$ cat src/sv/pcbp_ram.sv
// Generic single-write, single-read RAM with registered read data.
module pcbp_ram #(
    parameter int WIDTH = 8,
    parameter int DEPTH = 256
) (
    input  logic                     aclk,
    input  logic                     we,
    input  logic [$clog2(DEPTH)-1:0] waddr,
    input  logic [WIDTH-1:0]         wdata,
    input  logic                     re,
    input  logic [$clog2(DEPTH)-1:0] raddr,
    output logic [WIDTH-1:0]         rdata
);

    logic [WIDTH-1:0] mem_reg [DEPTH];
    logic [WIDTH-1:0] rdata_reg;

    always_ff @(posedge aclk) begin
        if (we) begin
            mem_reg[waddr] <= wdata;
        end
        if (re) begin
            rdata_reg <= mem_reg[raddr];
        end
    end

    assign rdata = rdata_reg;

endmodule

$ cat config.mk
export PLATFORM = sky130hd
export DESIGN_NAME = pcbp_ram
export DESIGN_NICKNAME = d
export VERILOG_FILES = /design/src/sv/pcbp_ram.sv
export SDC_FILE = /design/constraint.sdc
export NUM_CORES = 2
export LEC_CHECK = 0
export BUFFER_PORTS_ARGS = -buffer_cell sky130_fd_sc_hd__clkbuf_2
export CORE_AREA = 3 3 280 488
export CTS_CLUSTER_DIAMETER = 200
export DETAILED_ROUTE_END_ITERATION = 10
export DIE_AREA = 0 0 283 491
export PLACE_DENSITY = 0.81
export SLEW_MARGIN = 10
export SYNTH_ARGS = -nofsm -noshare
export SYNTH_HDL_FRONTEND = slang
export SYNTH_SLANG_ARGS = --single-unit
$ cat constraint.sdc
create_clock -name aclk -period 3.1 [get_ports aclk]
set_input_delay 0.155 -clock aclk [delete_from_list [all_inputs] [get_ports aclk]]
set_output_delay 0.155 -clock aclk [all_outputs]
set_load 0.03 [all_outputs]
==> results_dict.tcl <==
set metrics [dict create \
    hp-start "wdata[4]" \
    initial_core_util_pct 59.8 \
    clk_latency_ns 0.78 \
    p_clk_share_pct 37.9 \
    rr_worst_depth 6 \
    post_cts_buffers 0 \
    required_ns 3.61 \
    fin_cells 6075 \
    netSwitchingFraction_pct 21.3 \
    powerDensity_nw_per_um2 604 \
    drive_above_1_share_pct 27.7 \
    drv_slew 0 \
    max_slew.worst_pin.slew_ns 1.39 \
    grt_pass1_vias 43600 \
    crit_arrival_ns 3.54 \
    setup_slack_ns 0.0693 \
    clkTransAtPathRegs_ns 0.07 \
    syn_nets 3760 \
    wl_met1_um 64200 \
    layout.nets 4178 \
    synth_area_per_cell_um2 21.3 \
    grtUsageTotal_pct 31.1 \
    ys_types 54 \
    ys_seq_elements 2056 \
    cts-buffers-inserted 164 \
    critPathCaptureType "flop" \
    synthFlopType "edfxtp_1" \
    power_frac_comb_pct 5.5 \
    via_count 42300 \
    die_h_um 491 \
    wl_um 214000 \
    path_delay_family "compound AO/OA/AOI/OAI gates" \
    critPathKind "reg -> reg" \
    hpwl_um 130000 \
    report.final.setup_viol 0 \
    max-vdd-ir-drop_v 0.000549 \
    fin_crit_sh_pct 97.8 \
    place.gp.congestion 0.889 \
    fp.dieArea_um2 139000 \
    dieWidth_um 283 \
    p_sw_uw 11600 \
    drt_iter0_drc 6838 \
    coreArea_um2 133000 \
    dr_wl_met2_um 107000 \
    max_freq_mhz 330 \
    fp-row-count 177 \
    fin_crit_ns 3.03 \
    r2r_end "rdata[5]$_DFFE_PP_" \
    skew_ns 0.0255 \
    portBuffers 34 \
    io_pins 35 \
    largest_reg_flops 2048 \
    path_depth 6 \
    vias_per_cell 6.96 \
    total_leakage_power_uw 0.0285 \
    maxCapViolCount 0 \
    wire_per_inst_um 35.1 \
    top_layer "met4" \
    hold_class "in -> reg" \
    cpPeakStageDelay_ns 0.72 \
    rrSetupSlack_ns 0.07 \
    synthesis.area_um2 79600 \
    max-clock-path-buffers 3 \
    startpoint_type "flop" \
    whs_ns 0.0126 \
    fin_util_pct 67.4 \
    ys_async_sr_fraction_pct 0 \
    syn2layout_area_growth_pct 12.7 \
    met3_wirelength_um 23600 \
    clock-sinks 2056 \
    crit_buf_inv 0 \
    ys_warn_count 0 \
    relSlewSlack_pct 7.53 \
    placed_cells 5770 \
    root_buffer "clkbuf_16" \
    dp_slack_ns -0.407 \
    htree_num_levels 4 \
    power_uw 54200 \
    drt_first_pass_iters 8 \
    synth_edf_count 2056 \
    cp_max_fo 1 \
    hold_depth 1 \
    status "finished clean" \
    cts_tree "yes" \
    fillers 7540 \
    synth_seq_area_share_pct 77.5 \
    antenna_found_initial 5 \
    antenna_left 0 \
    worstPathCellList "mux4_2 -> a22o_1 -> a221oi_1 -> o32ai_1 -> nor3_2 -> nor4_1" \
    grt_max_degree 142 \
    postSynthCellCount 3733 \
    grt_setup_unrepaired "no" \
    seqPwrFrac_pct 56.6 \
    slowest_stage "a221oi_1" \
    timing_hold_violations_final 0 \
    reg2reg_from "mem_reg[208][5]$_DFFE_PP_" \
    grt_pass1_wl_um 310000 \
    p_int_uw 42600 \
    hold-path-endpoint "mem_reg[69][4]$_DFFE_PP_" \
    overflow 0 \
    drc_errors 0 \
]
power groups by stage:
stage / registers [uW] / clock network (uW) / logic, uW
final: 30700 / 20500 / 3000
after global routing: 30700 / 21500 / 3080
after CTS: 30700 / 20600 / 2930
after detailed placement: 31300 / 0 / 2860
after global placement: 31300 / 0 / 2780
after floorplan: 31300 / 0 / 1490
cells in the mapped netlist (31+ instances only):
cell type | count | area, um2
edfxtp_1 | 2056 | 61700
o221ai_1 | 46 | 403
nor2_1 | 282 | 1060
mux4_2 | 454 | 10200
a21oi_1 | 96 | 480
a22oi_1 | 133 | 998
mux2i_1 | 134 | 1340
clkbuf_1 | 111 | 417
nand2_1 | 33 | 124
buf_2 | 31 | 155
nand3_1 | 34 | 170
nor2b_1 | 31 | 194
cells by family (layout without fill, tap and decap cells):
| logic type | count (synthesis) | after routing | synth area share [%] |
|---|---|---|---|
| flops | 2056 | 2056 | 77.5 |
| mux | 591 | 591 | 14.6 |
| simple gates | 466 | 466 | 2.63 |
| compound gates | 385 | 385 | 3.42 |
| buf+inv | 235 | 781 | 1.83 |
| other cells | 0 | 6 | 0 |
layout make-up:
class,instances,area (um2),share of cell area (%)
clock inverter,97,779,0.868
timing repair buffer,485,4150,4.62
tap,1790,2240,2.49
antenna,6,15.0,0.0167
multi-input combinational,1442,16500,18.4
sequential,2056,61700,68.8
inverter,2,7.51,0.00836
clock buffer,197,4360,4.85
per-layer routing:
| layer | vias to the layer above | track usage, % |
|---|---|---|
| li1 | 16500 | - |
| met1 | 21500 | 36.3 |
| met2 | 3486 | 52.0 |
| met3 | 870 | 6.96 |
| met4 | 0 | 21.0 |
| met5 | - | 0 |
layout by cell type, fill, tap and decap left out, types with 11 or more instances in the layout:
cell type,count
edfxtp_1,2056
mux4_2,454
buf_4,408
nor2_1,279
clkbuf_16,170
mux2i_1,134
a22oi_1,133
a21oi_1,96
o221ai_1,46
buf_12,39
clkinv_1,38
nand3_1,34
nand2_1,33
clkinv_2,32
o22ai_1,28
nor2b_1,28
clkbuf_1,27
nor4_1,23
clkbuf_2,22
nor3_1,21
a211oi_1,16
a221oi_1,13
bufinv_16,11
stage by stage:
stage,setup TNS (ns),instance area (um2)
2_1_floorplan,0,79600
3_3_place_gp,-0.654,84600
3_5_place_dp,-0.871,84600
4_1_cts,0,89800
5_1_grt,0,89800
6_report,0,89800
worst max path at each step:
| stage | startpoint | slack (ns) | to |
|---|---|---|---|
| after CTS | mem_reg[211][3]$_DFFE_PP_ | 0.22 | rdata[3]$_DFFE_PP_ |
| after global routing | mem_reg[208][5]$_DFFE_PP_ | 0.08 | rdata[5]$_DFFE_PP_ |
| final | mem_reg[208][5]$_DFFE_PP_ | 0.07 | rdata[5]$_DFFE_PP_ |
| after floorplan | raddr[0] | 0.87 | rdata[2]$_DFFE_PP_ |
| after detailed placement | raddr[0] | -0.41 | rdata[5]$_DFFE_PP_ |
| after global placement | raddr[0] | -0.38 | rdata[5]$_DFFE_PP_ |
what timing repair did:
item	4_1_cts	5_1_grt
resized for setup	1	0
hold buffers	5	0
setup endpoints to repair	1	0
hold endpoints to repair	192	0
(Power assumes the default switching activity.)
